### src/hdl/smr_pkg.sv
// Package for the saturation mixing ratio pipeline: widths, item types, coefficients.
package smr_pkg;

  // Field widths
  localparam int PRESS_W  = 17;
  localparam int TEMP_W   = 17;
  localparam int RATIO_W  = 32;
  localparam int VP_W     = 22;
  localparam int STATUS_W = 2;

  // Fixed-point formats
  localparam int RATIO_FRAC_BITS = 24;
  localparam int TEMP_FRAC_BITS  = 8;
  localparam int XFRAC           = 16;

  // Celsius temperature, clamped to [-80, 128] with XFRAC fraction bits
  localparam int X_W    = 25;
  // Horner accumulator and product widths
  localparam int ACC_W  = 38;
  localparam int PROD_W = X_W + ACC_W;

  // Horner chain: one cell per coefficient below the leading one
  localparam int HORNER_CELLS = 8;
  localparam int HIDX_W       = $clog2(HORNER_CELLS);
  localparam int SHIFT_W      = 5;

  // Ratio divider: integer bits, then fraction bits plus one rounding bit
  localparam int IPW = RATIO_W - RATIO_FRAC_BITS;
  localparam int QW  = IPW + RATIO_FRAC_BITS + 1;

  // Mixing ratio operand widths
  localparam int ES_W  = ACC_W - 1;
  localparam int PQ_W  = PRESS_W + XFRAC;
  localparam int NUM_W = ES_W + 10;
  localparam int DEN_W = PQ_W + 10;
  localparam int CMP_W = NUM_W + DEN_W;

  localparam logic [VP_W-1:0]    VP_MAX    = '1;
  localparam logic [RATIO_W-1:0] RATIO_MAX = '1;

  typedef enum logic [STATUS_W-1:0] {
    STATUS_OK           = 2'd0,
    STATUS_LOW_PRESSURE = 2'd1,
    STATUS_SATURATED    = 2'd2
  } status_t;

  typedef struct packed {
    logic [PRESS_W-1:0] pressure;
    logic [TEMP_W-1:0]  temperature;
  } in_item_t;

  typedef struct packed {
    logic [RATIO_W-1:0]  mixing_ratio;
    logic [VP_W-1:0]     vapor_pressure;
    logic [STATUS_W-1:0] status;
  } out_item_t;

  // Data handed from one Horner cell to the next
  typedef struct packed {
    logic                     valid;
    logic [PRESS_W-1:0]       pressure;
    logic signed [X_W-1:0]    x;
    logic signed [ACC_W-1:0]  acc;
  } horner_stage_t;

  // Data handed from one divider cell to the next
  typedef struct packed {
    logic               valid;
    logic [VP_W-1:0]    vp;
    logic               low_press;
    logic               ovf;
    logic [DEN_W-1:0]   den;
    logic [DEN_W-1:0]   rem;
    logic [QW-1:0]      word;
  } div_stage_t;

  // round(mant * 2^frac / 10^exp10), ties up, with sign; elaboration only
  function automatic logic signed [ACC_W-1:0] coef_fixed(input logic [22:0] mant,
                                                         input int unsigned exp10,
                                                         input int unsigned frac,
                                                         input logic neg);
    logic [127:0] n;
    logic [63:0]  v;
    n = 128'(mant) << (frac + 1);
    for (int i = 0; i < 24; i++) begin
      if (i < exp10) n = n / 128'd10;
    end
    v = (n[63:0] + 64'd1) >> 1;
    return neg ? -ACC_W'(v) : ACC_W'(v);
  endfunction

  // Leading coefficient c8 (negative), 80 fraction bits
  localparam logic signed [ACC_W-1:0] COEF_LEAD = coef_fixed(23'd3704404, 20, 80, 1'b1);

  // Coefficients c0..c7 at their stage formats
  localparam logic signed [ACC_W-1:0] COEF [HORNER_CELLS] = '{
    coef_fixed(23'd6105851, 4, 16, 1'b0),
    coef_fixed(23'd4440316, 5, 24, 1'b0),
    coef_fixed(23'd1430341, 6, 31, 1'b0),
    coef_fixed(23'd2641412, 8, 38, 1'b0),
    coef_fixed(23'd2995057, 10, 46, 1'b0),
    coef_fixed(23'd2031998, 12, 54, 1'b0),
    coef_fixed(23'd6936113, 15, 63, 1'b0),
    coef_fixed(23'd2564861, 18, 73, 1'b0)
  };

  // Rounding shift of stage k: 16 + F(k+1) - F(k)
  localparam logic [SHIFT_W-1:0] HSHIFT [HORNER_CELLS] = '{
    5'd24, 5'd23, 5'd23, 5'd24, 5'd24, 5'd25, 5'd26, 5'd23
  };

endpackage

### src/hdl/smr_horner_cell.sv
// One Horner step: multiply by x, round-shift, add the stage coefficient.
module smr_horner_cell import smr_pkg::*; (
  input  logic              clk,
  input  logic              rst,
  input  logic              en,
  input  logic [HIDX_W-1:0] idx,
  input  horner_stage_t     stage_in,
  output horner_stage_t     stage_out
);

  typedef struct packed {
    logic                     valid;
    logic [PRESS_W-1:0]       pressure;
    logic signed [X_W-1:0]    x;
    logic signed [PROD_W-1:0] prod;
  } horner_prod_t;

  horner_prod_t             prod_reg;
  horner_stage_t            stage_next;
  logic [SHIFT_W-1:0]       sh;
  logic signed [PROD_W-1:0] half;
  logic signed [PROD_W-1:0] rnd;

  // Product register
  always_ff @(posedge clk) begin
    if (en) begin
      prod_reg.pressure <= stage_in.pressure;
      prod_reg.x        <= stage_in.x;
      prod_reg.prod     <= $signed(stage_in.x) * $signed(stage_in.acc);
    end
    if (rst) prod_reg.valid <= 1'b0;
    else if (en) prod_reg.valid <= stage_in.valid;
  end

  // Round to the next stage format and add coefficient
  always_comb begin
    sh                  = HSHIFT[idx];
    half                = PROD_W'(1) <<< (sh - SHIFT_W'(1));
    rnd                 = prod_reg.prod + half;
    stage_next.valid    = prod_reg.valid;
    stage_next.pressure = prod_reg.pressure;
    stage_next.x        = prod_reg.x;
    stage_next.acc      = COEF[idx] + ACC_W'(rnd >>> sh);
  end

  always_ff @(posedge clk) begin
    if (rst) stage_out.valid <= 1'b0;
    else if (en) stage_out <= stage_next;
  end

endmodule

### config.mk
export PLATFORM = sky130hd
export DESIGN_NAME = smr_horner_cell
export DESIGN_NICKNAME = d
export VERILOG_FILES = /design/src/hdl/smr_pkg.sv /design/src/hdl/smr_horner_cell.sv
export SDC_FILE = /design/constraint.sdc
export NUM_CORES = 2
export LEC_CHECK = 0
export ABC_AREA = 1
export BUFFER_PORTS_ARGS = -buffer_cell sky130_fd_sc_hd__buf_2
export CAP_MARGIN = 5
export CORE_ASPECT_RATIO = 1.4
export CORE_MARGIN = 4
export CORE_UTILIZATION = 55
export DETAILED_ROUTE_END_ITERATION = 8
export PLACE_DENSITY_LB_ADDON = 0.3
export RECOVER_POWER = 25
export SLEW_MARGIN = 10
export SYNTH_ARGS = -nofsm -noshare
export SYNTH_HDL_FRONTEND = slang
export SYNTH_SLANG_ARGS = --single-unit
### constraint.sdc
create_clock -name clk -period 18.7 [get_ports clk]
set_clock_uncertainty 0.2 [all_clocks]
set_input_delay 3.74 -clock clk [delete_from_list [all_inputs] [get_ports clk]]
set_output_delay 3.74 -clock clk [all_outputs]
set_load 0.005 [all_outputs]
==> results by stage <==
Setup path:
- The worst setup path is launched from an input pin.
- The timing startpoint of the critical path is stage_in[54].
- STA classifies the critical path endpoint as a register.
- The worst setup path is of the input pin to register kind.
- The data arrival time of the critical path is approximately 13 ns.
- The end of the critical path is prod_reg[61].
- The length in cells of the worst reg-to-reg path is 26.
- The worst register-to-register path begins at prod_reg[25].
- The setup slack of the most critical reg-to-reg path is around 14 ns.
- The endpoint of the worst register-to-register path is stage_out[33].
- Along the worst path, the maximum fanout reaches 39.
- The required time of the critical path is 18.77 ns.

Timing:
- Setup violations remaining at the end of the flow were counted as 0.
- The fraction of the cycle the final worst path needs is about two thirds.
- Setup repair after global routing left no endpoint under its margin.
- The total count of hold-check failures in the final report is 0.
- The max-slew violation total from the final report is between 600 and 700.
- Measured against its own limit, the worst slew margin works out to -99.5%.
- The worst hold-check slack is approximately 0.22 ns.
- The post-layout minimum cycle time is between 10 and 15 ns.
- The slew at the pin closest to its max-slew limit is 2.99 ns.
- Adding up every negative setup slack in the final design gives 0 ns.
- Timing would allow up to between 70 and 80 MHz.

Logic synthesis:
- In the synthesized netlist the dominant register cell turns out to be edfxtp_1.
- After synthesis, the mean cell area works out to approximately 8 sq um.
- Synthesis instantiated 56 different standard cells from the library.
- The sequential cell area fraction in the yosys report is 12.0%.
- The share of async-settable or async-resettable flops after synthesis is 0%.
- Counting flops with a built-in enable in the synthesized netlist gives 184.
- The post-synthesis cell type with the largest combined area is fa_1.
- The total number of yosys warnings is 0.
- After synthesis, the largest area contributor takes up about 41% of total cell area.
- The area of the mapped netlist is roughly 46,000 sq um.
- Yosys attributes the largest share of cell area to fa_1 41%, nand2_1 12%, edfxtp_1 12%.
- The number of synthesized register bits is 186.
- In the synthesized netlist, the number of instances is 5,707.

Global routing:
- The largest net degree at the start of global routing is between 70 and 80.
- The total overflow left after global routing is 0.
- The first global-routing pass estimated about 210 mm of wire.
- The initial antenna violation count was 9.
- The number of global-route vias before repair was 39,900.
- Global routing used a little under a third of the available tracks.

Clocking:
- The cell sitting at the root of the clock tree is a clkbuf_16.
- The quantity of hold-fixing buffers added after cts is 0.
- The quantity of gates resized following cts is 0.
- Counting along the longest clock path gives a buffer depth of 2.
- The clock drives 186 sinks.
- The total CTS buffers is 17.
- Clock latency on the worst-skew pair, taken at its later pin, is roughly 0.52 ns.
- After clock tree synthesis, the clock-pin slew on the worst setup and hold paths is roughly 0.090 ns.
- TritonCTS built the clock tree.
- The number of buffers added for setup after CTS is 0.
- The H-tree generated during clock tree synthesis spans 4 levels.

Finish:
- The sequential cells in the finished layout cover a total of approximately 5600 sq um.
- After the flow finishes, the layout carries non-filler instances totaling between 6,000 and 7,000.
- The share of layout cells above drive strength 1 is just under 6%.
- The post-layout utilization of the core is between 50% and 60%.
- The multi-input combinational cells in the finished layout cover a total of around 34,000 sq um.
- The number of fill cells in the layout is approximately 7,600.
- The register with the most flip-flops in the layout has 105 of them.
- The area growth from synthesis to layout is 4.61%.
- For this run, the post-layout net count is roughly 7,000.

Drt:
- The number of search-and-repair iterations in the first detailed-routing pass is 8.
- In this run the remaining antenna-violating nets after routing total 0.
- The routed design has 130 mm of wire.
- Across all layers, the routed design uses between 30,000 and 40,000 vias.
- The first routing iteration left 2,845 violations.
- The average routed wire per standard cell is between 15 and 20 um.
- In the routed design, unresolved DRC markers number 0.
- Dividing the detail-routed via count by the number of cells gives roughly 5.4.

Die:
- The chip height is ~350 um.
- The initial utilization of the core area, before any placement, comes to about 56%.
- The die area is slightly below 90,000 sq um.
- After floorplanning, the core was sized to cover ~83,000 sq um.
- The chip width is about 250 um.
- 168 I/O pins were placed.
- The number of rows in the core area is about 130.

Place:
- The count of buffers added on input and output ports is ~170.
- Detailed placement ended at an HPWL of approximately 100 mm.
- The global placement routability congestion is 0.951.
- The number of placed instances with taps included is about 6,700.

Flow run:
- Max-cap violations in this run came to 18.

Status:
- The final reports fail on max-capacitance violations, max-slew violations.
- The run finished, with violations left.

Worst hold path:
- The class of the tightest hold or removal check is register to register.
## layer usage
metal	up-vias	global-route usage (%)	part of all wire, %
li1	16700	-	-
met1	18200	36.3	37
met2	1578	54.4	50
met3	474	3.72	6.6
met4	2	15.4	5.8
met5	-	0	0.010
## cells in the mapped netlist, types with 26 or more instances
| library cell | instances |
|---|---|
| nand2_1 | 1508 |
| inv_1 | 1453 |
| fa_1 | 958 |
| ha_1 | 241 |
| nor2_1 | 206 |
| clkbuf_1 | 193 |
| edfxtp_1 | 184 |
| a21oi_1 | 156 |
| o21ai_0 | 150 |
| nand3_1 | 147 |
| xor2_1 | 68 |
| buf_1 | 50 |
| xnor2_1 | 49 |
| a31oi_1 | 39 |
| or2_2 | 37 |
| nor3_1 | 33 |
| nand2_2 | 26 |
## layout by cell type, fill, tap and decap left out, drive strengths merged, types with 36 or more instances in the layout
master and count:
nand2 1541, clkbuf 42, xor2 68, or2 38, nor3 36, nand3 157
buf 176, inv 1475, nor2 217, ha 241, edfxtp 184, a31oi 39
fa 958, xnor2 49, o21ai 164, a21oi 170
## how the worst min path moves through the flow
stage                        from  slack (ns)       endpoint  depth (start not counted)
detailed placement   prod_reg[74]        0.21  stage_out[49]                          0
CTS                  prod_reg[88]        0.22  stage_out[63]                          0
floorplan            prod_reg[63]        0.20  stage_out[38]                          0
global placement     prod_reg[67]        0.20  stage_out[42]                          0
global route        prod_reg[101]        0.23  stage_out[76]                          0
finish               prod_reg[93]        0.22  stage_out[68]                          0
## metrics by stage
stage | cell area, sq um | worst slack (ns)
3_3_place_gp | 47800 | 7.08
4_1_cts | 48400 | 7.55
6_report | 48300 | 5.88
3_5_place_dp | 47800 | 6.98
2_1_floorplan | 46300 | 8.25
5_1_grt | 48300 | 5.60
## cell families (layout without fill, tap and decap cells)
family	after synthesis	after routing	share of synthesized area [%]
buffers and inverters	1719	1700	14.0
adders and majority gates	1199	1199	48.0
DFF	186	186	12.0
AOI/OAI and AO/OA	437	437	5.42
and+or+nand+nor	2034	2034	18.0
muxes	14	14	0.303
other	1	21	0.00811
xor gates and xnor gates	117	117	2.22
## worst max-delay path, cell delays in order
cell,delay (ns)
buf_2,0.07
clkbuf_1,2.10
nand2_1,0.30
fa_1,0.64
inv_1,0.05
fa_1,0.50
inv_1,0.06
fa_1,0.59
inv_1,0.07
fa_1,0.49
inv_1,0.05
fa_1,0.39
fa_1,0.51
inv_1,0.05
fa_1,0.43
ha_1,0.37
a21oi_1,0.17
inv_1,0.08
a31oi_1,0.16
o211ai_1,0.11
a21oi_1,0.30
o21ai_1,0.21
a21oi_1,0.33
o221ai_1,0.22
a21boi_0,0.48
o21ai_0,0.18
xor2_1,0.17
## final cells by class
cell class	instances	area share, %
multi-input cells	3816	70.9
flip-flops and latches	186	11.5
inverters	1467	11.4
well taps	1079	2.79
repair buffers	201	2.11
clock buffers	17	0.880
clock inverters	15	0.422
diodes	6	0.0311
Power is not shown: default switching activity piles up to over one toggle a cycle in this logic, so the estimate is an artifact.
