### config.mk
export PLATFORM = sky130hd
export DESIGN_NAME = smr_div_cell
export DESIGN_NICKNAME = d
export VERILOG_FILES = /design/src/hdl/smr_pkg.sv /design/src/hdl/smr_div_cell.sv
export SDC_FILE = /design/constraint.sdc
export NUM_CORES = 1
export LEC_CHECK = 0
export BUFFER_PORTS_ARGS = -buffer_cell sky130_fd_sc_hd__buf_2
export CAP_MARGIN = 30
export CORE_MARGIN = 1
export CORE_UTILIZATION = 50
export DETAILED_ROUTE_END_ITERATION = 6
export GPL_TIMING_DRIVEN = 0
export PLACE_DENSITY = 0.82
export SYNTH_ARGS = -nofsm -noshare
export SYNTH_HDL_FRONTEND = slang
export SYNTH_SLANG_ARGS = --single-unit
### constraint.sdc
create_clock -name clk -period 10.15 [get_ports clk]
set_input_delay 1.015 -clock clk [delete_from_list [all_inputs] [get_ports clk]]
set_output_delay 1.015 -clock clk [all_outputs]
set_load 0.005 [all_outputs]
### src/hdl/smr_pkg.sv
// Package for the saturation mixing ratio pipeline: widths, item types, coefficients.
package smr_pkg;

  // Field widths
  localparam int PRESS_W  = 17;
  localparam int TEMP_W   = 17;
  localparam int RATIO_W  = 32;
  localparam int VP_W     = 22;
  localparam int STATUS_W = 2;

  // Fixed-point formats
  localparam int RATIO_FRAC_BITS = 24;
  localparam int TEMP_FRAC_BITS  = 8;
  localparam int XFRAC           = 16;

  // Celsius temperature, clamped to [-80, 128] with XFRAC fraction bits
  localparam int X_W    = 25;
  // Horner accumulator and product widths
  localparam int ACC_W  = 38;
  localparam int PROD_W = X_W + ACC_W;

  // Horner chain: one cell per coefficient below the leading one
  localparam int HORNER_CELLS = 8;
  localparam int HIDX_W       = $clog2(HORNER_CELLS);
  localparam int SHIFT_W      = 5;

  // Ratio divider: integer bits, then fraction bits plus one rounding bit
  localparam int IPW = RATIO_W - RATIO_FRAC_BITS;
  localparam int QW  = IPW + RATIO_FRAC_BITS + 1;

  // Mixing ratio operand widths
  localparam int ES_W  = ACC_W - 1;
  localparam int PQ_W  = PRESS_W + XFRAC;
  localparam int NUM_W = ES_W + 10;
  localparam int DEN_W = PQ_W + 10;
  localparam int CMP_W = NUM_W + DEN_W;

  localparam logic [VP_W-1:0]    VP_MAX    = '1;
  localparam logic [RATIO_W-1:0] RATIO_MAX = '1;

  typedef enum logic [STATUS_W-1:0] {
    STATUS_OK           = 2'd0,
    STATUS_LOW_PRESSURE = 2'd1,
    STATUS_SATURATED    = 2'd2
  } status_t;

  typedef struct packed {
    logic [PRESS_W-1:0] pressure;
    logic [TEMP_W-1:0]  temperature;
  } in_item_t;

  typedef struct packed {
    logic [RATIO_W-1:0]  mixing_ratio;
    logic [VP_W-1:0]     vapor_pressure;
    logic [STATUS_W-1:0] status;
  } out_item_t;

  // Data handed from one Horner cell to the next
  typedef struct packed {
    logic                     valid;
    logic [PRESS_W-1:0]       pressure;
    logic signed [X_W-1:0]    x;
    logic signed [ACC_W-1:0]  acc;
  } horner_stage_t;

  // Data handed from one divider cell to the next
  typedef struct packed {
    logic               valid;
    logic [VP_W-1:0]    vp;
    logic               low_press;
    logic               ovf;
    logic [DEN_W-1:0]   den;
    logic [DEN_W-1:0]   rem;
    logic [QW-1:0]      word;
  } div_stage_t;

  // round(mant * 2^frac / 10^exp10), ties up, with sign; elaboration only
  function automatic logic signed [ACC_W-1:0] coef_fixed(input logic [22:0] mant,
                                                         input int unsigned exp10,
                                                         input int unsigned frac,
                                                         input logic neg);
    logic [127:0] n;
    logic [63:0]  v;
    n = 128'(mant) << (frac + 1);
    for (int i = 0; i < 24; i++) begin
      if (i < exp10) n = n / 128'd10;
    end
    v = (n[63:0] + 64'd1) >> 1;
    return neg ? -ACC_W'(v) : ACC_W'(v);
  endfunction

  // Leading coefficient c8 (negative), 80 fraction bits
  localparam logic signed [ACC_W-1:0] COEF_LEAD = coef_fixed(23'd3704404, 20, 80, 1'b1);

  // Coefficients c0..c7 at their stage formats
  localparam logic signed [ACC_W-1:0] COEF [HORNER_CELLS] = '{
    coef_fixed(23'd6105851, 4, 16, 1'b0),
    coef_fixed(23'd4440316, 5, 24, 1'b0),
    coef_fixed(23'd1430341, 6, 31, 1'b0),
    coef_fixed(23'd2641412, 8, 38, 1'b0),
    coef_fixed(23'd2995057, 10, 46, 1'b0),
    coef_fixed(23'd2031998, 12, 54, 1'b0),
    coef_fixed(23'd6936113, 15, 63, 1'b0),
    coef_fixed(23'd2564861, 18, 73, 1'b0)
  };

  // Rounding shift of stage k: 16 + F(k+1) - F(k)
  localparam logic [SHIFT_W-1:0] HSHIFT [HORNER_CELLS] = '{
    5'd24, 5'd23, 5'd23, 5'd24, 5'd24, 5'd25, 5'd26, 5'd23
  };

endpackage

### src/hdl/smr_div_cell.sv
// One restoring-division step: shift in a dividend bit, trial subtract, emit a quotient bit.
module smr_div_cell import smr_pkg::*; (
  input  logic       clk,
  input  logic       rst,
  input  logic       en,
  input  div_stage_t stage_in,
  output div_stage_t stage_out
);

  div_stage_t       stage_next;
  logic [DEN_W:0]   rem_sh;
  logic [DEN_W:0]   diff;
  logic             ge;

  // Trial subtract; the word shifts dividend bits out and quotient bits in
  always_comb begin
    rem_sh           = {stage_in.rem, stage_in.word[QW-1]};
    diff             = rem_sh - {1'b0, stage_in.den};
    ge               = rem_sh >= {1'b0, stage_in.den};
    stage_next       = stage_in;
    stage_next.rem   = ge ? diff[DEN_W-1:0] : rem_sh[DEN_W-1:0];
    stage_next.word  = {stage_in.word[QW-2:0], ge};
  end

  always_ff @(posedge clk) begin
    if (rst) stage_out.valid <= 1'b0;
    else if (en) stage_out <= stage_next;
  end

endmodule

==> impl_metrics.toml, run 1 <==
[floorplanning]
coreArea_sq_um = 14600
io_pins = 291
die_x_um = 124
rows = 44
initial_core_util = 0.514
die_area_sq_um = 15500
fp.dieH_um = 124

[pwr]
ir_drop_mv = 0.106
p_int_mw = 1.18
p_seq_frac = 0.440
power_mw = 1.65
p_leak_nw = 4.42
powerDensity_nw_per_um2 = 167
p_sw_frac = 0.284
power_frac_comb = 0.197
pwr-share-clk = 0.363
p_sw_mw = 0.467

[logic_synthesis]
synthTopCellsByArea = "edfxtp_1 (57%), ha_1 (7.2%), o21ai_0 (3.3%)"
synth_seq_cells = 144
syn_inst = 647
ys_async_sr_fraction = 0
synth_top_area_share = 0.572
ys_warn_count = 0
yosys.area.top_type = "edfxtp_1"
synth_edf_count = 143
netlist-cell-type-count = 65
synth_area_sq_um = 7500
synth.avg_cell_area_sq_um = 11.6
synth_ff_type = "edfxtp_1"
synth_nets = 838
seq_area_frac_synth = 0.575

[placement]
numPortBuffers = 290
place_congestion = 0.876
hpwl_mm = 15.4
dp.cells = 1125

[cts]
cts_tree = "done"
postCtsSetupRepairBufs = 0
ctsHoldBuffers = 0
clk_latency_ns = 0.42
cts_resized = 0
root_buffer = "clkbuf_16"
htreeDepth = 4
cts.path.max_buffers = 2
cts.clk_slew.worst_paths_ns = 0.07
cts_sinks = 144
cts_buffers = 17

[finish]
area_growth_syn_to_layout_pct = 31.3
nNetsFinal = 1151
largestRegisters = "stage_out (144)"
largest_reg_flops = 144
drive_gt1_frac = 0.376
fin_util = 0.675
regMostFlops = "stage_out"
stdcell_count = 1159
num-fill-cells = 1089

[grt]
grt_pass1_wl_mm = 30.6
grt_max_degree = 38
grt_overflow = 0
antenna_found_initial = 2
grt_pass1_vias = 5919
grtUsageTotal = 0.257

[routing]
wl_per_cell_um = 17.0
antenna_left = 0
vias = 6220
first_pass_iters = 5
drt-total-wl_mm = 19.7
viasPerCell = 5.37
drc = 0
drt-initial-drc-count = 508

[critical_path]
crit_chain = "buf_2 > inv_1 > ha_1 > fa_1 > nand2b_1 > a21oi_2 > o31ai_1 > a211o_1 > a21oi_2 > o211a_1 > o32ai_2 > buf_6 > buf_2 > nand2_1 > o21ai_0"
max_stage_delay_ns = 0.41
setup.worst_path.end_class = "flip-flop"
required_ns = 10.30
path_class = "in -> reg"
reg2reg_from = "stage_out[143]"
timing.rr.end = "stage_out[143]"
r2r_cells = 2
path_buf_inv = 4
reg2reg_slack_ns = 9.55
worstPathArrival_ns = 3.76
crit_family = "compound AO/OA/AOI/OAI gates"
crit_path_start_kind = "input port"
critPathMaxFanout = 10
slowest_stage = "fa_1"

[worst_hold_path]
hp-start = "stage_out[143]"
hold-path-endpoint = "stage_out[143]"
hold_depth = 2
hp-class = "reg -> reg"

[flow_run]
max-cap-violations = 0

[sta]
finalMaxSlewViolations = 0
hold_viol_final = 0
rsz0062_at_grt = "false"
period_share = 0.356
worst_pin_slew_ns = 0.544
fmax_mhz = 277
slew_headroom = 0.634
finalCriticalPeriod_ns = 3.61
skew_ns = 0
hold_ws_ns = 0.513
setup_violations = 0

[run_status]
outcome = "complete, no violations"
layer usage:
| metal | track usage | vias up | share of wire |
|---|---|---|---|
| met5 | 0 | - | 0 |
| met4 | 0.0900 | 0 | 0.017 |
| met3 | 0.0644 | 21 | 0.066 |
| met2 | 0.459 | 217 | 0.52 |
| met1 | 0.297 | 2959 | 0.39 |
| li1 | - | 3023 | - |
per-stage QoR:
stage	setup slack [ns]	setup TNS, ns	area [sq um]
floorplan	2.13	0	7500
finish	6.54	0	9850
global route	6.34	0	9840
detailed placement	6.09	0	9270
CTS	6.51	0	9840
global placement	-0.376	-53.06	9180
cells by family after synthesis:
family          after synthesis  share of synthesized area
compound gates              183                      0.162
simple gates                156                     0.0969
flops                       144                      0.575
buf+inv                      83                     0.0465
fa+ha+maj                    44                     0.0744
xor+xnor                     31                     0.0362
mux                           6                    0.00851
final cells by class:
| type | count | area (sq um) | share of cell area |
|---|---|---|---|
| Clock inverter | 15 | 146 | 0.0149 |
| Multi-Input combinational cell | 420 | 2850 | 0.289 |
| Inverter | 56 | 210 | 0.0213 |
| Antenna cell | 2 | 5.00 | 0.000508 |
| Tap cell | 184 | 230 | 0.0234 |
| Buffer | 27 | 139 | 0.0141 |
| Timing Repair Buffer | 294 | 1530 | 0.156 |
| Sequential cell | 144 | 4310 | 0.438 |
| Clock buffer | 17 | 425 | 0.0432 |
worst register-to-register path: cells and delay by family (launching register included):
kind	cells	cell delay (ns)
flip-flops	1	0.31
multiplexers	1	0.13
AND/OR/NAND/NOR	1	0.06
Yosys cell counts, drive strengths merged, types with 4 or more instances:
master	instances
a311oi	4
inv	56
xor2	15
ha	43
xnor2	16
o21a	5
nor3	10
and3	4
o31ai	6
buf	14
a31oi	6
a21o	29
nand2	64
a21oi	43
nand2b	4
nor2b	5
nor2	32
o21ai	58
clkbuf	13
a211oi	4
edfxtp	143
nand4	9
nand3	13
layout by cell type (no fill, tap or decap), types with 5 or more instances in the layout:
| cell type | n |
|---|---|
| a31oi_1 | 6 |
| nand3_1 | 13 |
| nor3_1 | 10 |
| a21oi_1 | 40 |
| ha_1 | 43 |
| o31ai_1 | 6 |
| xnor2_1 | 16 |
| inv_1 | 55 |
| buf_2 | 301 |
| nand4_1 | 9 |
| clkbuf_16 | 17 |
| inv_6 | 5 |
| o21a_1 | 5 |
| edfxtp_1 | 143 |
| o21ai_0 | 50 |
| a21o_1 | 29 |
| nor2_1 | 32 |
| xor2_1 | 15 |
| clkbuf_1 | 9 |
| nand2_1 | 64 |
power groups by stage:
stage / Combinational (mW) / Clock, mW / Sequential (mW)
after floorplan: 0.182 / 0 / 0.752
after global placement: 0.312 / 0 / 0.744
after detailed placement: 0.322 / 0 / 0.738
after CTS: 0.325 / 0.607 / 0.726
after global routing: 0.358 / 0.632 / 0.729
final: 0.324 / 0.598 / 0.725
worst max path at each step:
| stage | to | slack, ns | from | cells past startpoint |
|---|---|---|---|---|
| 6_report | stage_out[74] | 6.54 | stage_in[32] | 15 |
| 5_1_grt | stage_out[41] | 6.34 | stage_in[32] | 13 |
| 3_5_place_dp | stage_out[74] | 6.09 | stage_in[32] | 15 |
| 3_3_place_gp | stage_out[80] | -0.38 | en | 2 |
| 4_1_cts | stage_out[74] | 6.51 | stage_in[32] | 15 |
| 2_1_floorplan | stage_out[0] | 2.13 | rst | 1 |
Note: power is estimated with default switching activity, not from simulation.
==> run 2: changes to the inputs <==
clock period = 3.4 ns   (was 10.15 ns; I/O delays follow)
==> run 2 against run 1 <==
Routed wire length is 0.13% lower. Non-clock buffer count did not move. Clock-buffer cell count rose by 1. Die area unchanged. Final area is 0.20% lower. Critical endpoint unchanged. Largest cell class unchanged. Highest routed layer unchanged.
==> impl_metrics.toml, run 2 (synthesis results as in run 1) <==
[sta]
fin_setup_tns_ns = 0
finalMaxSlewViolations = 0
worst_pin_slew_ns = 0.695
hold_ws_ns = 0.0993
period_share = 0.905
slew_headroom = 0.535
fmax_mhz = 325
skew_ns = 0
rsz0062_at_grt = "false"
setup_violations = 0
finalCriticalPeriod_ns = 3.08
hold_viol_final = 0

[finish]
largestRegisters = "stage_out (144)"
largest_reg_flops = 144
nNetsFinal = 1151
layout_commonest_cell = "buf_2"
final_area_sq_um = 9830
fin_util = 0.674
regMostFlops = "stage_out"
drive_gt1_frac = 0.375
antennaDiodeCount = 0
area_growth_syn_to_layout_pct = 31.0
final_cell_mix = "buf_2 (301), edfxtp_1 (143), nand2_1 (64), inv_1 (55), o21ai_0 (50)"

[cts]
cts_tree = "done"
cts.clk_slew.worst_paths_ns = 0.07
cts_resized = 0
postCtsSetupRepairBufs = 0
cts_buffers = 17
cts.path.max_buffers = 2
ctsHoldBuffers = 0
clk_latency_ns = 0.41
htreeDepth = 4
root_buffer = "clkbuf_16"
cts_sinks = 144

[placement]
numPortBuffers = 290
placed_area_sq_um = 9270
hpwl_mm = 15.4
place_congestion = 0.861

[critical_path]
cpMostUsedCell = "a21oi_2"
critPathMaxFanout = 10
path_buf_inv = 4
worstPathArrival_ns = 3.27
crit_chain = "buf_2 > inv_1 > ha_1 > fa_1 > nand2b_1 > a21oi_2 > o31ai_1 > a211o_1 > a21oi_2 > o211a_1 > o32ai_2 > buf_6 > clkbuf_2 > o21ai_0"
crit_family = "compound AO/OA/AOI/OAI gates"
crit_path_start_kind = "input port"
path_class = "in -> reg"
setup.worst_path.end_class = "flip-flop"
slowest_stage = "fa_1"
max_stage_delay_ns = 0.41
required_ns = 3.60

[worst_hold_path]
hp-class = "in -> reg"

[routing]
first_pass_iters = 5
viasPerCell = 5.43
vias = 6283
wl_per_cell_um = 17.0
drt-initial-drc-count = 317
antenna_left = 0
drt-total-wl_mm = 19.7
drc = 0

[floorplanning]
die_area_sq_um = 15500
fp.dieH_um = 124
io_pins = 291
rows = 44
die_x_um = 124
initial_core_util = 0.514
coreArea_sq_um = 14600

[run_status]
outcome = "complete, no violations"

[grt]
grt_pass1_wl_mm = 30.8
grt_max_degree = 38
grt_overflow = 0
grt_pass1_vias = 5978
grtUsageTotal = 0.257
antenna_found_initial = 0

[pwr]
ir_drop_mv = 0.363
power_mw = 4.88
powerDensity_nw_per_um2 = 496
p_leak_nw = 4.41

[flow_run]
max-cap-violations = 0
## run 2: per-stage QoR
stage / cells / setup WS [ns]
2_1_floorplan: 647 / 0.480
3_5_place_dp: 1125 / -0.0619
6_report: 1157 / 0.324
5_1_grt: 1157 / 0.173
3_3_place_gp: 1121 / -0.404
4_1_cts: 1157 / 0.375
## run 2: report_power, final
| group | internal [mW] | switching (mW) |
|---|---|---|
| registers | 2.13 | 0.0312 |
| logic | 0.421 | 0.550 |
| clock network | 0.957 | 0.786 |
## run 2: worst register-to-register path, cell delays in order (launching register included)
cell     delay [ns]
dfxtp_1        0.32
mux2i_1        0.15
nor2_1         0.05
## run 2: final timing paths
path / depth (start not counted) / slack (ns) / start / endpoint
setup / recovery: 14 / 0.32 / stage_in[32] / stage_out[74]
hold / removal: 1 / 0.1 / stage_in[4] / stage_out[5]
setup reg to reg: 2 / 2.78 / stage_out[143] / stage_out[143]
hold reg to reg: 2 / 0.53 / stage_out[143] / stage_out[143]
## run 2: cell type report
cell class	count	area (sq um)
flip-flops and latches	144	4310
repair buffers	294	1530
inverters	56	210
clock buffers	18	429
well taps	184	230
plain buffers	27	139
multi-input cells	420	2850
clock inverters	14	128
fillers	1113	4760
## run 2: routing by layer
layer  vias up  routed length (um)  track usage
li1       3037                   -            -
met1      2979                7770        0.307
met2       242               10400        0.459
met3        25                1160       0.0511
met4         0                 406       0.0921
met5         -                   0            0
